===== src/design/rspc_pkg.sv =====
// Shared types and constants for the range scale power curve block.
// No dependencies; imported by every module of the block.
package rspc_pkg;

  // Configuration register indexes
  localparam int CFG_IDX_W = 3;
  localparam logic [CFG_IDX_W-1:0] REG_IN_LOW   = 3'd0;
  localparam logic [CFG_IDX_W-1:0] REG_IN_HIGH  = 3'd1;
  localparam logic [CFG_IDX_W-1:0] REG_OUT_LOW  = 3'd2;
  localparam logic [CFG_IDX_W-1:0] REG_OUT_HIGH = 3'd3;
  localparam logic [CFG_IDX_W-1:0] REG_CURVE    = 3'd4;

  // Table kinds for the ROM module
  localparam int ROM_LOG = 0;
  localparam int ROM_EXP = 1;

  // Fixed widths
  localparam int SMP_W  = 32;   // Q16.16 samples and range ends
  localparam int CRV_W  = 16;   // Q8.8 curve exponent
  localparam int EXP_W  = 31;   // exp2 table entries, Q30
  localparam int DLT_W  = 35;   // clipped delta, up to 2^34

  // Per item control that travels with the data
  typedef struct packed {
    logic vld;     // stage holds an item
    logic dzero;   // input span is zero
    logic nzero;   // sample equals in_low
    logic neg;     // position is negative
  } side_t;

endpackage


===== src/design/rspc_norm.sv =====
// Staged leading-one normalizer: one power-of-two shift decision per stage.
// Depends on rspc_pkg for the side_t control struct.
module rspc_norm #(
  parameter int QW = 48
) (
  input  logic                    clk,
  input  logic                    rst_n,
  input  logic                    adv,
  input  rspc_pkg::side_t         in_side,
  input  logic [QW-1:0]           in_x,
  output rspc_pkg::side_t         out_side,
  output logic [QW-1:0]           out_x,
  output logic [$clog2(QW)-1:0]   out_lz
);
  import rspc_pkg::*;

  localparam int NS = $clog2(QW);

  logic [QW-1:0] x_r    [NS];
  logic [NS-1:0] lz_r   [NS];
  side_t         side_r [NS];

  // a quotient below resolution counts as one LSB
  logic [QW-1:0] x_first;
  assign x_first = (in_x == '0) ? QW'(1) : in_x;

  for (genvar k = 0; k < NS; k++) begin : g_stage
    localparam int SH = 1 << (NS - 1 - k);
    logic [QW-1:0] x_in;
    logic [NS-1:0] lz_in;
    side_t         sd_in;
    logic          hit;
    logic [QW-1:0] x_nxt;
    logic [NS-1:0] lz_nxt;

    if (k == 0) begin : g_first
      assign x_in  = x_first;
      assign lz_in = '0;
      assign sd_in = in_side;
    end else begin : g_next
      assign x_in  = x_r[k-1];
      assign lz_in = lz_r[k-1];
      assign sd_in = side_r[k-1];
    end

    // shift left when the top SH bits are all zero
    always_comb begin
      hit    = (x_in[QW-1 -: SH] == '0);
      x_nxt  = hit ? (x_in << SH) : x_in;
      lz_nxt = hit ? (lz_in + NS'(SH)) : lz_in;
    end

    always_ff @(posedge clk) begin
      if (!rst_n) begin
        side_r[k] <= '0;
      end else if (adv) begin
        side_r[k] <= sd_in;
      end
    end

    always_ff @(posedge clk) begin
      if (adv) begin
        x_r[k]  <= x_nxt;
        lz_r[k] <= lz_nxt;
      end
    end
  end

  assign out_side = side_r[NS-1];
  assign out_x    = x_r[NS-1];
  assign out_lz   = lz_r[NS-1];

endmodule


===== config.mk =====
export PLATFORM = sky130hd
export DESIGN_NAME = rspc_norm
export DESIGN_NICKNAME = d
export VERILOG_FILES = /design/src/design/rspc_pkg.sv /design/src/design/rspc_norm.sv
export SDC_FILE = /design/constraint.sdc
export NUM_CORES = 1
export LEC_CHECK = 0
export ABC_AREA = 0
export BUFFER_PORTS_ARGS = -buffer_cell sky130_fd_sc_hd__buf_2
export CAP_MARGIN = 20
export CORE_UTILIZATION = 64
export DETAILED_ROUTE_END_ITERATION = 8
export HOLD_SLACK_MARGIN = 0.05
export PLACE_DENSITY = 0.9
export SYNTH_ARGS = -nofsm -noshare
export SYNTH_HDL_FRONTEND = slang
export SYNTH_SLANG_ARGS = --single-unit

===== constraint.sdc =====
create_clock -name clk -period 3.7 [get_ports clk]
set_input_delay 0 -clock clk [delete_from_list [all_inputs] [get_ports clk]]
set_output_delay 0 -clock clk [all_outputs]
set_load 0.01 [all_outputs]

==> qor.yml, run 1 <==
status:
  status: "completed"
drt:
  viasPerCell: 5.674
  routed_wirelength_um: 23670
  drc: 0
  first_iter_violations: 501
  drtAntennaViolNets: 0
  wl_per_cell_um: 20.01
  vias: 6712
  drt-pass1-iter-count: 5
die:
  fp-row-count: 52
  die_h_um: 146.1
  pin_count: 113
  start_util: 0.6550
  dieArea_um2: 21360
  die_w_um: 146.1
  coreArea_um2: 20300
clock_network:
  cts_root_buffer: "clkbuf_16"
  clk_pin_slew_ns: 0.06
  cts_tree: "yes"
  cts_resized: 0
  cts_inserted_buffers: 31
  htreeDepth: 1
  clockBufferDepth: 3
  clk_latency_ns: 0.54
  clkSinkCount: 333
cells_and_area:
  num-nets-final: 944
  fin_area_um2: 15720
  area_growth_pct: 18.20
  n_fill_cell: 1074
  drive_gt1_frac: 0.3754
placement:
  dpl_worst_slack_ns: 1.123
  place_congestion: 0.8271
  dp_hpwl_um: 12880
  dpl-instance-area_um2: 14010
  numPortBuffers: 112
synth:
  synth-edff-count: 333
  yosysSeqAreaShare: 0.7520
  ys_warn_count: 0
  syn_area_um2: 13300
  synth-seq-cells: 333
  synth_ff_type: "edfxtp_1"
  synth_fp_nets: 768
  synth.avg_cell_area_um2: 18.65
  synthArstFlopShare: 0
  synthCells: 713
  ys_types: 28
global_routing:
  grt_overflow: 0
  grt_max_degree: 182
  grt_util_all_layers: 0.2202
  antenna_found_initial: 2
  grt_pass1_vias: 6850
  grt_pass1_wl_um: 36590
critical_path:
  cp_max_fo: 33
  crit_path_start_kind: "input pin"
  end_kind: "register"
  r2r_slack_ns: 1.36
  worstSetupPathType: "input pin to register"
  worst-endpoint-arrival_ns: 3.02
  crit_family: "simple AND/OR/NAND/NOR gates"
  crit_slowest_cell: "and4_1"
  r2r_cells: 5
  critical_path.cell_chain: "dlygate4sd3_1, buf_2, nor4_1, and4_1, a31o_2, dlygate4sd3_1"
  critPathRequiredTime_ns: 4.09
  r2r_start: "x_r[1][40]$_DFFE_PP_"
  crit_path_frequent_cell: "dlygate4sd3_1"
  path_buf_inv: 3
  slowest_delay_ns: 0.95
  timing.rr.end: "x_r[2][11]$_DFFE_PP_"
min_path:
  whs_endpoint: "x_r[0][30]$_SDFFCE_PN0P_"
  worst_hold_path_type: "input pin to register"
  hold-path-cell-count: 2
  hp-start: "in_x[30]"
sta:
  timing.setup.tns_ns: 0
  setup_ws_ns: 1.075
  min_period_ns: 2.625
  maxSlewHeadroom: 0.2851
  fin_crit_sh: 0.7095
  fin_skew_ns: 0.008953
  setup_violations: 0
  drv_slew: 0
  finalHoldViolations: 0
  fmax_mhz: 380.9
  hold_ws_ns: 0.1978
  rsz0062_at_grt: "false"
  worst_pin_slew_ns: 1.072
power_and_ir_drop:
  intPower_mw: 6.361
  p_clk_frac: 0.357
  power_frac_comb: 0.068
  power_frac_seq: 0.575
  swShare: 0.2061
  switchingPower_mw: 1.651
  vdd_drop_max_mv: 0.3832
  power_mw: 8.011
  p_per_area_nw_per_um2: 509.8
  p_leak_nw: 5.796
flow_run:
  drv_cap: 0
[flip-flops by register name, indices dropped and copies added, names as in the netlist]
name and flops:
lz_r 21, side_r 24, x_r 288
[per-stage QoR]
stage          cells  utilization
6_report        1183       0.7742
5_1_grt         1183       0.7742
4_1_cts         1179       0.7716
3_5_place_dp    1050       0.6904
3_3_place_gp    1050       0.6904
2_1_floorplan    713            -
[metal layers]
| layer | track usage | vias up | routed length (um) |
|---|---|---|---|
| li1 | - | 3139 | - |
| met1 | 0.2690 | 3201 | 9355 |
| met2 | 0.3898 | 292 | 12030 |
| met3 | 0.03156 | 80 | 1242 |
| met4 | 0.1010 | 0 | 1037 |
| met5 | 0 | - | 0 |
[worst max-delay path by stage]
stage	startpoint	to	slack, ns	cells after the start
floorplan	x_r[1][40]$_DFFE_PP_	x_r[2][10]$_DFFE_PP_	1.96	5
global placement	x_r[1][44]$_DFFE_PP_	x_r[2][18]$_DFFE_PP_	1.26	4
detailed placement	x_r[1][44]$_DFFE_PP_	x_r[2][39]$_DFFE_PP_	1.12	4
CTS	x_r[1][40]$_DFFE_PP_	x_r[2][11]$_DFFE_PP_	1.00	4
global route	in_x[33]	x_r[0][47]$_DFFE_PP_	0.98	6
finish	in_x[33]	x_r[0][34]$_DFFE_PP_	1.07	6
[cell usage after synthesis (all sizes together) (2+ instances only)]
| cell type | instances | area share |
|---|---|---|
| nand2 | 2 | 0.00056 |
| a21boi | 16 | 0.0090 |
| and2 | 26 | 0.012 |
| a31o | 16 | 0.011 |
| edfxtp | 333 | 0.75 |
| nor2b | 6 | 0.0028 |
| inv | 4 | 0.0011 |
| clkbuf | 27 | 0.0084 |
| and3 | 24 | 0.011 |
| nor4 | 18 | 0.0089 |
| mux2 | 177 | 0.15 |
| and4 | 2 | 0.0013 |
| buf | 24 | 0.011 |
| o21ai | 2 | 0.00075 |
| a21o | 29 | 0.016 |
[cell type report]
type	count	area, um^2	share of cell area
Inverter	5	20.02	0.001274
Clock inverter	18	110.1	0.007006
Sequential cell	333	10000	0.6363
Clock buffer	37	798.3	0.05079
Tap cell	270	337.8	0.02150
Timing Repair Buffer	194	1416	0.09012
Multi-Input combinational cell	324	3029	0.1927
Antenna cell	2	5.005	0.0003184
[cells by family after synthesis]
| group | share of synthesized area |
|---|---|
| flops | 0.7520 |
| mux | 0.1499 |
| simple gates | 0.03924 |
| compound gates | 0.03745 |
| buf+inv | 0.02136 |
[power by group through the flow]
stage / registers (mW) / logic, mW / clock network [mW]
floorplan: 4.65 / 0.250 / 0
global placement: 4.66 / 0.440 / 0
detailed placement: 4.68 / 0.457 / 0
CTS: 4.61 / 0.527 / 2.88
global route: 4.63 / 0.578 / 3.03
finish: 4.61 / 0.543 / 2.86
[layout by cell type, fill, tap and decap left out]
cell type      netlist  final
and2_1              26     26
diode_2              0      2
mux2_1              13     13
o21ai_0              2      2
buf_2               14    111
and4_1               2      2
and3_1              24     24
dlygate4sd3_1        0     74
bufinv_16            0      1
buf_8                0      1
nand2b_1             1      1
edfxtp_1           333    333
nand2_1              2      2
clkbuf_1            26      6
a31o_2              16     16
mux2_2             164    164
nor4_4               0      1
nand4_1              1      1
or2_2                1      1
a21boi_0            16     16
nor2_4               0      1
clkinv_2             1      5
inv_8                0      1
clkbuf_16            0     31
clkinv_1             0     11
buf_12               0      2
nor3_1               1      1
nor4_1              17     17
clkinvlp_4           0      1
buf_4                2      5
a21o_1              29     29
buf_16               0      1
a41o_1               1      1
nor2b_1              6      6
inv_1                4      4
[timing repair]
item	4_1_cts	5_1_grt
setup buffers	0	0
endpoints found under the hold margin	140	0
hold buffers	74	0
Power figures use the tool's default switching activity.
==> run 2: changes to the inputs <==
--- a/config.mk
+++ b/config.mk
@@ -5,13 +5,13 @@
 export SDC_FILE = /design/constraint.sdc
 export NUM_CORES = 1
 export LEC_CHECK = 0
-export ABC_AREA = 0
+export ABC_AREA = 1
 export BUFFER_PORTS_ARGS = -buffer_cell sky130_fd_sc_hd__buf_2
 export CAP_MARGIN = 20
-export CORE_UTILIZATION = 64
+export CORE_UTILIZATION = 59
 export DETAILED_ROUTE_END_ITERATION = 8
 export HOLD_SLACK_MARGIN = 0.05
-export PLACE_DENSITY = 0.9
+export PLACE_DENSITY = 0.84
 export SYNTH_ARGS = -nofsm -noshare
 export SYNTH_HDL_FRONTEND = slang
 export SYNTH_SLANG_ARGS = --single-unit
==> constraint.sdc (replaced) <==
create_clock -name clk -period 2.5 [get_ports clk]
set_input_delay 0 -clock clk [delete_from_list [all_inputs] [get_ports clk]]
set_output_delay 0 -clock clk [all_outputs]
set_load 0.01 [all_outputs]
==> run 2 against run 1 <==
  * Count of clock-buffer cells in the layout grew 5
  * Worst hold slack gained 0.029 ns
  * Register-to-register slack lost 0.65 ns
  * Critical path type unchanged
  * Highest routed layer unchanged
  * Clock power grew 70%
  * Sequential share of layout area shrank 1.6 points
  * Power grew 56%
  * Combinational power grew 57%
  * First-iteration DRC count grew 62%
  * Non-clock buffer count shrank 2
==> qor.yml, run 2 <==
status:
  status: "completed"
global_routing:
  grt_util_all_layers: 0.2193
  grt_pass1_vias: 8594
  grt_max_degree: 143
  antenna_found_initial: 0
  grt_overflow: 0
  grt_pass1_wl_um: 40810
cells_and_area:
  top_register: "x_r"
  most-common-layout-cells: "nand2_1 (364), edfxtp_1 (333), inv_1 (156)"
  num-nets-final: 1420
  drive_gt1_frac: 0.1536
  largest_reg_flops: 288
  reg_top3: "x_r (288), side_r (24), lz_r (21)"
  instances_no_fill: 1672
  area_growth_pct: 18.26
  final_common_cell: "nand2_1"
  final_util: 0.7125
  antenna_cells: 0
synth:
  synth_fp_nets: 1254
  synthCells: 1199
  synth_commonest_cells: "nand2_1 (364), edfxtp_1 (333), inv_1 (156)"
  yosysSeqAreaShare: 0.7331
  synthTopCellsByArea: "edfxtp_1 (73%), nand2_1 (10%), inv_1 (4.3%), nor2_1 (3.1%), o21ai_0 (2.0%)"
  synth_most_common_cell: "nand2_1"
  ys_warn_count: 0
  synthArstFlopShare: 0
  synth-seq-cells: 333
  syn_area_um2: 13640
  synth-edff-count: 333
  synth_ff_type: "edfxtp_1"
  yosysTopAreaCellShare: 0.7331
  ys_types: 24
  yosysTopAreaCell: "edfxtp_1"
  synth.avg_cell_area_um2: 11.38
die:
  die_h_um: 154.0
  start_util: 0.6024
  pin_count: 113
  die_w_um: 154.0
  dieArea_um2: 23730
  coreArea_um2: 22640
  fp-row-count: 55
clock_network:
  clk_latency_ns: 0.51
  clockBufferDepth: 3
  cts_inserted_buffers: 34
  clk_pin_slew_ns: 0.06
  postCtsSetupRepairBufs: 0
  cts_root_buffer: "clkbuf_16"
  htreeDepth: 2
  cts_tree: "yes"
  clkSinkCount: 333
flow_run:
  drv_cap: 0
critical_path:
  worstSetupPathType: "input pin to register"
  end_kind: "register"
  cp_max_fo: 31
  worst-endpoint-arrival_ns: 2.55
  critPathRequiredTime_ns: 2.87
  crit_path_start_kind: "input pin"
power_and_ir_drop:
  p_per_area_nw_per_um2: 774.8
  vdd_drop_max_mv: 0.5774
  power_mw: 12.50
  p_leak_nw: 6.890
sta:
  fin_skew_ns: 0.01443
  finalHoldViolations: 0
  fin_crit_sh: 0.8697
  min_period_ns: 2.174
  fmax_mhz: 459.9
  timing.setup.tns_ns: 0
  rsz0062_at_grt: "false"
  maxSlewHeadroom: 0.5157
  setup_violations: 0
  drv_slew: 0
  worst_pin_slew_ns: 0.7264
placement:
  numPortBuffers: 112
  dp_hpwl_um: 14490
  placedCellCount: 1544
  place_congestion: 0.8455
drt:
  first_iter_violations: 810
  vias: 8592
  viasPerCell: 5.139
  drt-pass1-iter-count: 6
  routed_wirelength_um: 25240
  drtAntennaViolNets: 0
  drc: 0
  wl_per_cell_um: 15.10
min_path:
  worst_hold_path_type: "input pin to register"
==> run 2: changes by cell type in the layout (fill, tap and decap cells not counted), sizes merged, moves of 21 or more <==
cell and change:
nand2 +386, mux2 -174, inv +163, nor2 +115
o21ai +93, a21o -29, and2 -26, and3 -24
a21oi +21
==> run 2: stage by stage <==
stage / area (um^2) / setup WS (ns) / hold slack [ns]
floorplan: 13640 / 1.149 / 0.1125
global placement: 14360 / 0.8094 / 0.1936
detailed placement: 14360 / 0.7442 / 0.1934
CTS: 16130 / 0.6068 / 0.1972
global route: 16130 / 0.2443 / 0.2340
finish: 16130 / 0.3257 / 0.2264
==> run 2: path summary, 6_finish.rpt <==
kind / start / endpoint / slack, ns / cells past startpoint
worst max-delay path: in_x[47] / x_r[0][44]$_DFFE_PP_ / 0.33 / 12
worst min-delay path: in_x[20] / x_r[0][20]$_SDFFCE_PN0P_ / 0.23 / 2
worst max register to register: x_r[3][47]$_DFFE_PP_ / x_r[4][27]$_DFFE_PP_ / 0.71 / 4
worst min register to register: lz_r[2][5]$_DFFE_PP_ / lz_r[3][5]$_DFFE_PP_ / 0.41 / 0
==> run 2: cell families (layout without fill, tap and decap cells) <==
logic type             count (synthesis)  in the layout  share of synthesized area
multiplexers                           3              3                   0.002477
flip-flops                           333            333                     0.7331
buffers and inverters                230            418                    0.06999
AO/OA/AOI/OAI                        118            118                    0.04366
AND/OR/NAND/NOR                      515            515                     0.1507
==> run 2: routing by layer <==
layer	track usage	vias up	share of wire
met2	0.3948	344	0.52
met4	0.1210	0	0.043
met1	0.2511	3932	0.39
li1	-	4225	-
met3	0.03382	91	0.050
met5	0	-	0
==> run 2: final cells by class <==
| cell class | instances | area, um^2 |
|---|---|---|
| Sequential cell | 333 | 10000 |
| Fill cell | 1415 | 6510 |
| Multi-Input combinational cell | 636 | 2690 |
| Timing Repair Buffer | 192 | 1384 |
| Clock buffer | 42 | 944.7 |
| Inverter | 168 | 630.6 |
| Tap cell | 285 | 356.6 |
| Clock inverter | 16 | 125.1 |
==> run 2: where the power goes <==
part	switching, mW	leakage, nW	internal [mW]	total (mW)
Sequential	0.156	3.30	6.63	6.78
Clock	1.98	0.529	2.88	4.86
Combinational	0.531	3.06	0.324	0.855
Total	2.67	6.89	9.83	12.5
==> run 2: critical path, cell delays in order <==
cell and delay, ns:
dlygate4sd3_1 0.56, buf_2 0.13, inv_1 0.08, nand2_1 0.08, nor2_1 0.20, nand2_1 0.15
inv_2 0.11, nand2_4 0.07, nor2_8 0.40, nand2_2 0.09, nand2_1 0.10, dlygate4sd3_1 0.55
==> run 2: repair_timing <==
item | 4_1_cts | 5_1_grt
hold endpoints to repair | 125 | 0
resized for setup | 0 | 0
hold buffers | 70 | 0
